$ cat src/rtl/core/ple_pkg.sv
// shared request codes, status codes and control types for the positional list engine
`timescale 1ns / 1ps
`default_nettype none
package ple_pkg;

	localparam logic [1:0] REQ_INSERT = 2'd0;
	localparam logic [1:0] REQ_DELETE = 2'd1;

	localparam logic [1:0] ST_OK     = 2'd0;
	localparam logic [1:0] ST_BADPOS = 2'd1;
	localparam logic [1:0] ST_FULL   = 2'd2;
	localparam logic [1:0] ST_EMPTY  = 2'd3;

	typedef struct packed {
		logic exec;     // insert, delete or empty read result
		logic rd_start; // clear read index
		logic emit;     // put one read element in the output register
	} ple_cmd_t;

	typedef struct packed {
		logic empty;    // list holds no entries
		logic rd_last;  // read index at final entry
		logic out_busy; // output register full and not taken
	} ple_stat_t;

endpackage
`default_nettype wire

$ cat src/rtl/core/ple_ctrl.sv
// controller state machine for the positional list engine
`timescale 1ns / 1ps
`default_nettype none
module ple_ctrl (
	input  wire logic              clk,
	input  wire logic              arst_n,
	input  wire logic              in_valid,
	output logic                   in_ready,
	input  wire logic [1:0]        req_type,
	input  wire ple_pkg::ple_stat_t stat,
	output ple_pkg::ple_cmd_t      cmd
);
	import ple_pkg::*;

	typedef enum logic [1:0] {
		S_IDLE = 2'b01,
		S_READ = 2'b10
	} state_t;

	state_t state_q, state_d;
	logic   accept;
	logic   is_rd;

	assign in_ready = (state_q == S_IDLE) && !stat.out_busy;
	assign accept   = in_valid && in_ready;
	assign is_rd    = (req_type != REQ_INSERT) && (req_type != REQ_DELETE);

	always_comb begin
		state_d      = state_q;
		cmd.exec     = 1'b0;
		cmd.rd_start = 1'b0;
		cmd.emit     = 1'b0;
		unique case (state_q)
			S_IDLE: begin
				if (accept) begin
					if (is_rd && !stat.empty) begin
						cmd.rd_start = 1'b1;
						state_d      = S_READ;
					end else begin
						cmd.exec = 1'b1;
					end
				end
			end
			S_READ: begin
				if (!stat.out_busy) begin
					cmd.emit = 1'b1;
					if (stat.rd_last) begin
						state_d = S_IDLE;
					end
				end
			end
			default: begin
				state_d = S_IDLE;
			end
		endcase
	end

	always_ff @(posedge clk or negedge arst_n) begin
		if (!arst_n) begin
			state_q <= S_IDLE;
		end else begin
			state_q <= state_d;
		end
	end

endmodule
`default_nettype wire

$ cat src/rtl/core/ple_dp.sv
// datapath: shifting entry cells, entry count, read index and output register
`timescale 1ns / 1ps
`default_nettype none
module ple_dp #(
	parameter int DEPTH = 16,
	parameter int CW    = $clog2(DEPTH + 1),
	parameter int IW    = (DEPTH > 1) ? $clog2(DEPTH) : 1
) (
	input  wire logic               clk,
	input  wire logic               arst_n,
	input  wire logic [1:0]         req_type,
	input  wire logic [CW-1:0]      position,
	input  wire logic signed [31:0] value,
	input  wire ple_pkg::ple_cmd_t  cmd,
	output ple_pkg::ple_stat_t      stat,
	output logic                    out_valid,
	input  wire logic               out_ready,
	output logic [1:0]              status,
	output logic signed [31:0]      value_res,
	output logic [CW-1:0]           count,
	output logic                    last
);
	import ple_pkg::*;

	localparam logic [CW-1:0] FULL_CNT = CW'(DEPTH);

	logic signed [31:0] entries_q [DEPTH];
	logic [CW-1:0]      count_q;
	logic [IW-1:0]      idx_q;
	logic               out_valid_q;
	logic [1:0]         status_q;
	logic signed [31:0] value_q;
	logic [CW-1:0]      cnt_res_q;
	logic               last_q;

	logic               do_ins, do_del;
	logic               ins_ok, del_ok;
	logic [IW-1:0]      rd_addr;
	logic signed [31:0] rd_data;

	assign ins_ok  = (position <= count_q) && (count_q != FULL_CNT);
	assign del_ok  = (count_q != '0) && (position < count_q);
	assign do_ins  = cmd.exec && (req_type == REQ_INSERT) && ins_ok;
	assign do_del  = cmd.exec && (req_type == REQ_DELETE) && del_ok;
	assign rd_addr = cmd.exec ? position[IW-1:0] : idx_q;
	assign rd_data = entries_q[rd_addr];

	assign stat.empty    = (count_q == '0);
	assign stat.rd_last  = (CW'(idx_q) == (count_q - 1'b1));
	assign stat.out_busy = out_valid_q && !out_ready;

	for (genvar i = 0; i < DEPTH; i++) begin : g_cell
		always_ff @(posedge clk) begin
			if (do_ins) begin
				if (CW'(i) == position) begin
					entries_q[i] <= value;
				end else if (CW'(i) > position) begin
					if (i > 0) begin
						entries_q[i] <= entries_q[(i > 0) ? i - 1 : 0];
					end
				end
			end else if (do_del) begin
				if ((CW'(i) >= position) && (i < DEPTH - 1)) begin
					entries_q[i] <= entries_q[(i < DEPTH - 1) ? i + 1 : i];
				end
			end
		end
	end

	always_ff @(posedge clk or negedge arst_n) begin
		if (!arst_n) begin
			count_q     <= '0;
			idx_q       <= '0;
			out_valid_q <= 1'b0;
		end else begin
			if (do_ins) begin
				count_q <= count_q + 1'b1;
			end else if (do_del) begin
				count_q <= count_q - 1'b1;
			end
			if (cmd.rd_start) begin
				idx_q <= '0;
			end else if (cmd.emit) begin
				idx_q <= idx_q + 1'b1;
			end
			if (cmd.exec || cmd.emit) begin
				out_valid_q <= 1'b1;
			end else if (out_ready) begin
				out_valid_q <= 1'b0;
			end
		end
	end

	always_ff @(posedge clk) begin
		if (cmd.exec) begin
			last_q <= 1'b1;
			if (req_type == REQ_INSERT) begin
				value_q <= '0;
				if (position > count_q) begin
					status_q  <= ST_BADPOS;
					cnt_res_q <= count_q;
				end else if (count_q == FULL_CNT) begin
					status_q  <= ST_FULL;
					cnt_res_q <= count_q;
				end else begin
					status_q  <= ST_OK;
					cnt_res_q <= count_q + 1'b1;
				end
			end else if (req_type == REQ_DELETE) begin
				if (count_q == '0) begin
					status_q  <= ST_EMPTY;
					value_q   <= '0;
					cnt_res_q <= '0;
				end else if (position >= count_q) begin
					status_q  <= ST_BADPOS;
					value_q   <= '0;
					cnt_res_q <= count_q;
				end else begin
					status_q  <= ST_OK;
					value_q   <= rd_data;
					cnt_res_q <= count_q - 1'b1;
				end
			end else begin
				status_q  <= ST_EMPTY;
				value_q   <= '0;
				cnt_res_q <= '0;
			end
		end else if (cmd.emit) begin
			status_q  <= ST_OK;
			value_q   <= rd_data;
			cnt_res_q <= count_q;
			last_q    <= stat.rd_last;
		end
	end

	assign out_valid = out_valid_q;
	assign status    = status_q;
	assign value_res = value_q;
	assign count     = cnt_res_q;
	assign last      = last_q;

endmodule
`default_nettype wire

$ cat src/rtl/core/positional_list_engine.sv
// top level of the positional list engine: controller plus datapath
//
//  channel | handshake           | payload
//  --------+---------------------+------------------------------------
//  request | in_valid / in_ready | req_type, position, value
//  result  | out_valid/out_ready | status, value_res, count, last
//
// insert and delete: all cells shift at once
// read out: once the transaction is taken, one result per cycle while out_ready stays high, count results in all
// read out of an empty list: a single empty result
// a single output register sets the pace: a new transaction is taken once it is free and no read out is in progress
// reset clears the count and control state; entry cells are not cleared
// out_ready low holds the result and stalls the read stream
`timescale 1ns / 1ps
`default_nettype none
module positional_list_engine #(
	parameter int DEPTH = 16
) (
	input  wire logic                          clk,
	input  wire logic                          arst_n,
	input  wire logic                          in_valid,
	output logic                               in_ready,
	input  wire logic [1:0]                    req_type,
	input  wire logic [$clog2(DEPTH+1)-1:0]    position,
	input  wire logic signed [31:0]            value,
	output logic                               out_valid,
	input  wire logic                          out_ready,
	output logic [1:0]                         status,
	output logic signed [31:0]                 value_res,
	output logic [$clog2(DEPTH+1)-1:0]         count,
	output logic                               last
);
	import ple_pkg::*;

	ple_cmd_t  cmd;
	ple_stat_t stat;

	ple_ctrl u_ctrl (
		.clk      (clk),
		.arst_n   (arst_n),
		.in_valid (in_valid),
		.in_ready (in_ready),
		.req_type (req_type),
		.stat     (stat),
		.cmd      (cmd)
	);

	ple_dp #(
		.DEPTH (DEPTH)
	) u_dp (
		.clk       (clk),
		.arst_n    (arst_n),
		.req_type  (req_type),
		.position  (position),
		.value     (value),
		.cmd       (cmd),
		.stat      (stat),
		.out_valid (out_valid),
		.out_ready (out_ready),
		.status    (status),
		.value_res (value_res),
		.count     (count),
		.last      (last)
	);

endmodule
`default_nettype wire

$ cat config.mk
export PLATFORM = sky130hd
export DESIGN_NAME = positional_list_engine
export DESIGN_NICKNAME = d
export VERILOG_FILES = /design/src/rtl/core/ple_pkg.sv /design/src/rtl/core/ple_ctrl.sv /design/src/rtl/core/ple_dp.sv /design/src/rtl/core/positional_list_engine.sv
export SDC_FILE = /design/constraint.sdc
export NUM_CORES = 2
export LEC_CHECK = 0
export ABC_CLOCK_PERIOD_IN_PS = 8150
export BUFFER_PORTS_ARGS = -buffer_cell sky130_fd_sc_hd__buf_4
export CORE_ASPECT_RATIO = 1.2
export CORE_MARGIN = 2
export CORE_UTILIZATION = 50
export DETAILED_ROUTE_END_ITERATION = 7
export PLACE_DENSITY = 0.64
export SLEW_MARGIN = 20
export SYNTH_ARGS = -nofsm -noshare
export SYNTH_HDL_FRONTEND = slang
export SYNTH_SLANG_ARGS = --single-unit
$ cat constraint.sdc
create_clock -name clk -period 8.15 [get_ports clk]
set_input_delay 0.4075 -clock clk [delete_from_list [all_inputs] [get_ports clk]]
set_output_delay 0.4075 -clock clk [all_outputs]
set_load 0.02 [all_outputs]
Yosys cells after proc, flatten, opt, wreduce, memory -nomap -nowiden
Memories as Yosys holds them, arrays and structs flattened. Cells that the tools add are included.

Magnitude comparators: 34. Mux-type cells: 238. Equal/unequal tests: 26. Bitwise operators: 30. Reduce and logical (&&, ||, !) cells: 25. Add/sub/neg operators: 3.

Operator list (count): $mux W32 (36); $mux W1 (175); $mux W5 (10); $eq A4 B5 Y1 const A (8); $gt A4 B5 Y1 const A (8); $ge A4 B5 Y1 const A (7); $or A1 B1 Y1 (30); $mux W2 (13); $eq A3 B5 Y1 const A (4); $ge A3 B5 Y1 const A (4); $gt A3 B5 Y1 const A (4); $mux W4 (3); $logic_and A1 B1 Y1 (11); $eq A2 B5 Y1 const A (2); $ge A1 B5 Y1 const A (2); $ge A2 B5 Y1 const A (2); $gt A2 B5 Y1 const A (2); $logic_not A5 Y1 (2); $reduce_bool A2 Y1 (5); $ne A2 B2 Y1 const B (3); $add A5 B1 Y5 const B (1); $eq A1 B5 Y1 const A (1); $eq A4 B5 Y1 (1); $eq A5 B5 Y1 const B (1); other kinds (17) (21).

RAM bits: 512. Bits of input ports: 43. Memories kept: 1. Bits in registers: 52.

Memory list: u_dp.entries_q (words 16, bits a word 32, read ports 17, clocked after memory_dff 0, write ports 16, RTL line ple_dp.sv:27) `logic signed [31:0] entries_q [DEPTH];`.

Logic depth before layout (Yosys ltp)
An unclocked memory read counts as a cell.

Depth after elaboration: 14. Gate-level depth with buffers: 11. Depth with buffers taken out: 8.

Cells and area by module
From an unflattened synthesis, not the netlist that was laid out.

Cell total of the unflattened synthesis: 3182. Area, all modules: 33651.0 µm².

By module, submodules not included: ple_dp (cells each 3171, seq. area each 16816.1 µm², instances 1, area an instance 33520.9 µm²); ple_ctrl (cells each 11, seq. area each 51.3 µm², instances 1, area an instance 130.1 µm²).

Worst setup path before layout
Ideal clock, no wire load.

Path kind: flip-flop to flip-flop. Start: register u_dp.count_q[4]. End: memory u_dp.entries_q[1][0] (enable). Cell stages (with the launch flop): 10. Path slack: 2.351 ns. Period minus slack after synthesis: 5.799 ns. Data required time: 7.649 ns. Arrival: 5.298 ns. Library setup time: 0.501 ns. Cells stage by stage: dfrtp_1 inv_1 ha_1 and3_1 o21ai_0 a21oi_1 nor4_1 nor2_1 clkbuf_1 nor4_1.

RTL lines: from (decl) (RTL line ple_dp.sv:28) `logic [CW-1:0] count_q;`; from (signal assigned) (RTL line ple_dp.sv:77) `count_q <= count_q + 1'b1;`; from (signal assigned) (RTL line ple_dp.sv:79) `count_q <= count_q - 1'b1;`; to (decl) (RTL line ple_dp.sv:27).

Final worst setup path
Start: register u_dp.count_q[0]. End: register u_dp.value_q[9] (netlist: u_dp.value_res[9]), data pin.

Cells in the longest elaborated chain, start to end: 13. Elaborated cells between the ends (all ways): 15. Those cells by class: order compare (1); mux (10); reduce/logical (3); memory (1).

RTL lines: $logic_not A5 Y1 (RTL line ple_dp.sv:48, ple_dp.sv:110); $logic_not A1 Y1 (RTL line ple_ctrl.sv:36) `if (is_rd && !stat.empty) begin`; $logic_and A1 B1 Y1 (RTL line ple_ctrl.sv:36); $mux W1 (RTL line ple_ctrl.sv:36); $mux W2 (RTL line ple_ctrl.sv:35) `if (accept) begin`; $mux W2 (RTL line ple_ctrl.sv:33) `unique case (state_q)`; $mux W4 (RTL line ple_dp.sv:45) `assign rd_addr = cmd.exec ? position[IW-1:0] : idx_q;`; $mem_v2 Z16 W32; $mux W32 (RTL line ple_dp.sv:114) `end else if (position >= count_q) begin`; $mux W32 (RTL line ple_dp.sv:110) `if (count_q == '0) begin`; $mux W32 (RTL line ple_dp.sv:109) `end else if (req_type == REQ_DELETE) begin`; $mux W32 (RTL line ple_dp.sv:97) `if (req_type == REQ_INSERT) begin`; $mux W32 (*) (RTL line ple_dp.sv:95) `if (cmd.exec) begin`; to (signal assigned) (RTL line ple_dp.sv:120) `value_q <= rd_data;`; to (signal assigned) (RTL line ple_dp.sv:130) `value_q <= rd_data;`; to (decl) (RTL line ple_dp.sv:32) `logic signed [31:0] value_q;`.

Every way passes the cells marked *; elsewhere a longest branch is shown, timed or not. The select of a mux whose other input is x is not followed. A chain may end at the register's enable or synchronous reset.

==> results.md <==
- Pre-Repair DR Iteration Count: 6
- Clock Latency Late Sink: 0.64 ns
- Chip height: approximately 290 µm
- CTS Sinks: 564
- DRT iter0 DRCs: 3,316
- Final hold slack: 0.169 ns
- #FFs+latches synth: between 500 and 600
- Status: finished, final reports clean
- Tcrit/Tclk final: 0.621
- Antenna Violating Nets Remaining: 0
- Count leader, synth: edfxtp_1
- Synth top area cells: edfxtp_1, mux2i_1, o21ai_0
- Vias in the first global route: 26,300
- Die Span X: 239 µm
- Setup violators final: 0
- Remaining DRCs: 0
- Post-cts gate resize count: 0
- Worst-path clk slew: about 0.070 ns
- Fin nets: 3,069
- Dominant synthesized flop cell: edfxtp_1
- CTS Buf Count: 58
- Clk_skew: 0.0311 ns
- Int Pwr: between 5 and 6 mW
- Post-synth EDFFs: between 500 and 600
- Setup crit end: u_dp.value_res[9]$_DFFE_PP_
- Synthesized area: approximately 0.033 mm²
- Largest net degree at the start of global routing: 179
- GP Congestion: 0.871
- Worst-Margin Slew: 1.38 ns
- Worst path required time: around 8.5 ns
- Crit path max fanout: 178
- Final hold viol count: 0
- Syn-to-layout area delta: 10.3%
- Mapped Cells: 3,085
- RSZ-0062 raised after global routing: no
- Routed wire per std cell: about 30 µm
- Clock Tree Root: clkbuf_16
- Worst r2r dst: u_dp.value_res[9]$_DFFE_PP_
- Via count: between 20,000 and 30,000
- RR Startpoint: u_dp.count_q[0]$_DFFE_PN0P_
- Yosys top cell area share: 0.500
- Worst setup SP type: register
- Detailed Place HPWL: 67,500 µm
- Synth area leader: edfxtp_1
- Top post-synthesis cells by count: edfxtp_1, nand2_1, mux2i_1, o21ai_0, clkbuf_1
- Max IR drop VDD: between 0.15 and 0.2 mV
- PortBufs: 84
- Setup_tns: 0 ns
- GRT Util Overall: 0.344
- Avg Synthesized Cell Area: 10.7 µm²
- Placed Cells incl. Taps: 3,796
- Net Sw Frac: 0.328
- Max-slew headroom: 0.0792
- I/O pin count: 85
- Initial antenna violation count: 11
- Distinct cells, synth: 65
- CTS Buffer Depth: 3
- Power Dens Cells: ~240 mW/mm²
- Peak Freq: 198 MHz
- P_sw: 2.83 mW
- DIE AREA: 0.0683 mm²
- H-tree depth: 2
- Post-Layout Cell Count: between 3,000 and 4,000
- CP endpoint kind: register
- P_leak: 11.0 nW
- Worst R2R Path Depth: 10
- GR Overflow Total: 0
- Layout cell share with drive strength beyond 1: 0.147
- Starting Density: 0.504
- Worst Path Class, Setup: reg -> reg
- Worst slack at placement: 3.48 ns
- Pins Over Slew Limit: 0
- Detailed-route vias per instance: 6.90
- Max-cap viol count: 0
- Min Tclk post-route: 5.06 ns
- Core area: 0.0656 mm²
- Slack of the critical path: 3.09 ns
- Syn_nets: about 3,100
- First-pass GRT wire length: 174,000 µm
- FP Rows: 103
- Worst reg2reg setup slack: 3.09 ns
- YS warnings: 0
- HP Class: in -> async
- Asr flop ratio synth: 0.0213
- Arr. time, crit path: between 5 and 6 ns
- Seq/Total Area, Yosys: 0.510
- CTS tree: done
- Combinational Power Share: 0.256
- Sequential power share: 0.417
- Clock power frac: 0.326
- WL final: 119,000 µm
- CP startpoint: u_dp.count_q[0]$_DFFE_PN0P_
placed cells by master (no fill, tap or decap), types with 46 or more instances in the layout:
cell / instances
nand2_1: 516
o21ai_0: 395
mux2_2: 138
edfxtp_1: 551
clkbuf_16: 60
nor2_1: 47
mux2i_1: 475
buf_4: 157
and2_1: 46
a221oi_1: 134
and2_0: 47
a21oi_1: 115
layout make-up:
class | count | area (µm²)
fill | 5581 | 29100
sequential | 564 | 16900
multi-input combinational | 2216 | 15400
clock buffer | 74 | 1550
timing repair buffer | 159 | 1210
tap | 840 | 1050
clock inverter | 31 | 397
inverter | 18 | 67.6
antenna | 6 | 15.0
sequential cells by signal (all words and copies together), names as in the netlist:
| name | flops |
|---|---|
| u_dp.value_res | 32 |
| u_dp.entries_q | 512 |
| u_dp.idx_q | 4 |
| u_ctrl.state_q | 2 |
| u_dp.status | 2 |
| u_dp.count | 5 |
| u_dp.last | 1 |
| u_dp.count_q | 5 |
| u_dp.out_valid | 1 |
critical path: stages (launching register included):
cell	delay, ns
dfrtp_1	0.46
inv_1	0.17
ha_1	0.22
or4b_4	0.52
a2111o_2	0.88
buf_4	0.52
o21ai_4	0.16
buf_12	0.49
mux2i_1	0.32
a221oi_1	0.13
a311o_1	0.36
power groups by stage:
stage | Clock [mW] | Sequential [mW] | Combinational (mW)
6_report | 2.82 | 3.60 | 2.21
5_1_grt | 2.94 | 3.61 | 2.34
4_1_cts | 2.84 | 3.59 | 2.17
3_5_place_dp | 0 | 3.65 | 2.16
3_3_place_gp | 0 | 3.65 | 2.12
2_1_floorplan | 0 | 3.63 | 1.38
kinds of logic after synthesis:
kind of cell | count (synthesis) | synth area share
AND/OR/NAND/NOR | 766 | 0.100
adder cells (fa/ha/maj) | 9 | 0.00340
flip-flops | 564 | 0.510
buffers and inverters | 305 | 0.0387
XOR/XNOR | 11 | 0.00291
AO/OA/AOI/OAI | 817 | 0.154
multiplexers | 613 | 0.191
per-stage QoR:
stage | utilization | power [mW] | instance area, µm²
2_1_floorplan | - | 5.01 | 33100
3_3_place_gp | 0.526 | 5.77 | 34500
3_5_place_dp | 0.526 | 5.81 | 34500
4_1_cts | 0.556 | 8.60 | 36500
5_1_grt | 0.556 | 8.89 | 36500
6_report | 0.557 | 8.63 | 36500
routing by layer:
layer	global-route usage	up-vias	part of all wire
li1	-	11500	-
met1	0.462	13400	0.39
met2	0.538	1703	0.46
met3	0.0708	343	0.10
met4	0.156	10	0.050
met5	0	-	0.00055
worst min-delay path by stage:
stage | start | end | slack (ns) | cells after the start
6_report | arst_n | u_dp.count_q[3]$_DFFE_PN0P_ | 0.17 | 2
5_1_grt | arst_n | u_dp.count_q[3]$_DFFE_PN0P_ | 0.18 | 2
4_1_cts | arst_n | u_dp.count_q[3]$_DFFE_PN0P_ | 0.16 | 2
3_5_place_dp | arst_n | u_dp.count_q[3]$_DFFE_PN0P_ | 0.26 | 1
3_3_place_gp | arst_n | u_dp.count_q[3]$_DFFE_PN0P_ | 0.26 | 1
2_1_floorplan | arst_n | u_ctrl.state_q[1]$_DFFE_PN0P_ | 0.11 | 0
timing repair:
item	in CTS	in global routing
buffers inserted	0	0
hold endpoints to repair	12	0
endpoints found under the setup margin	0	0
hold buffers	1	0
(Power assumes the default switching activity.)
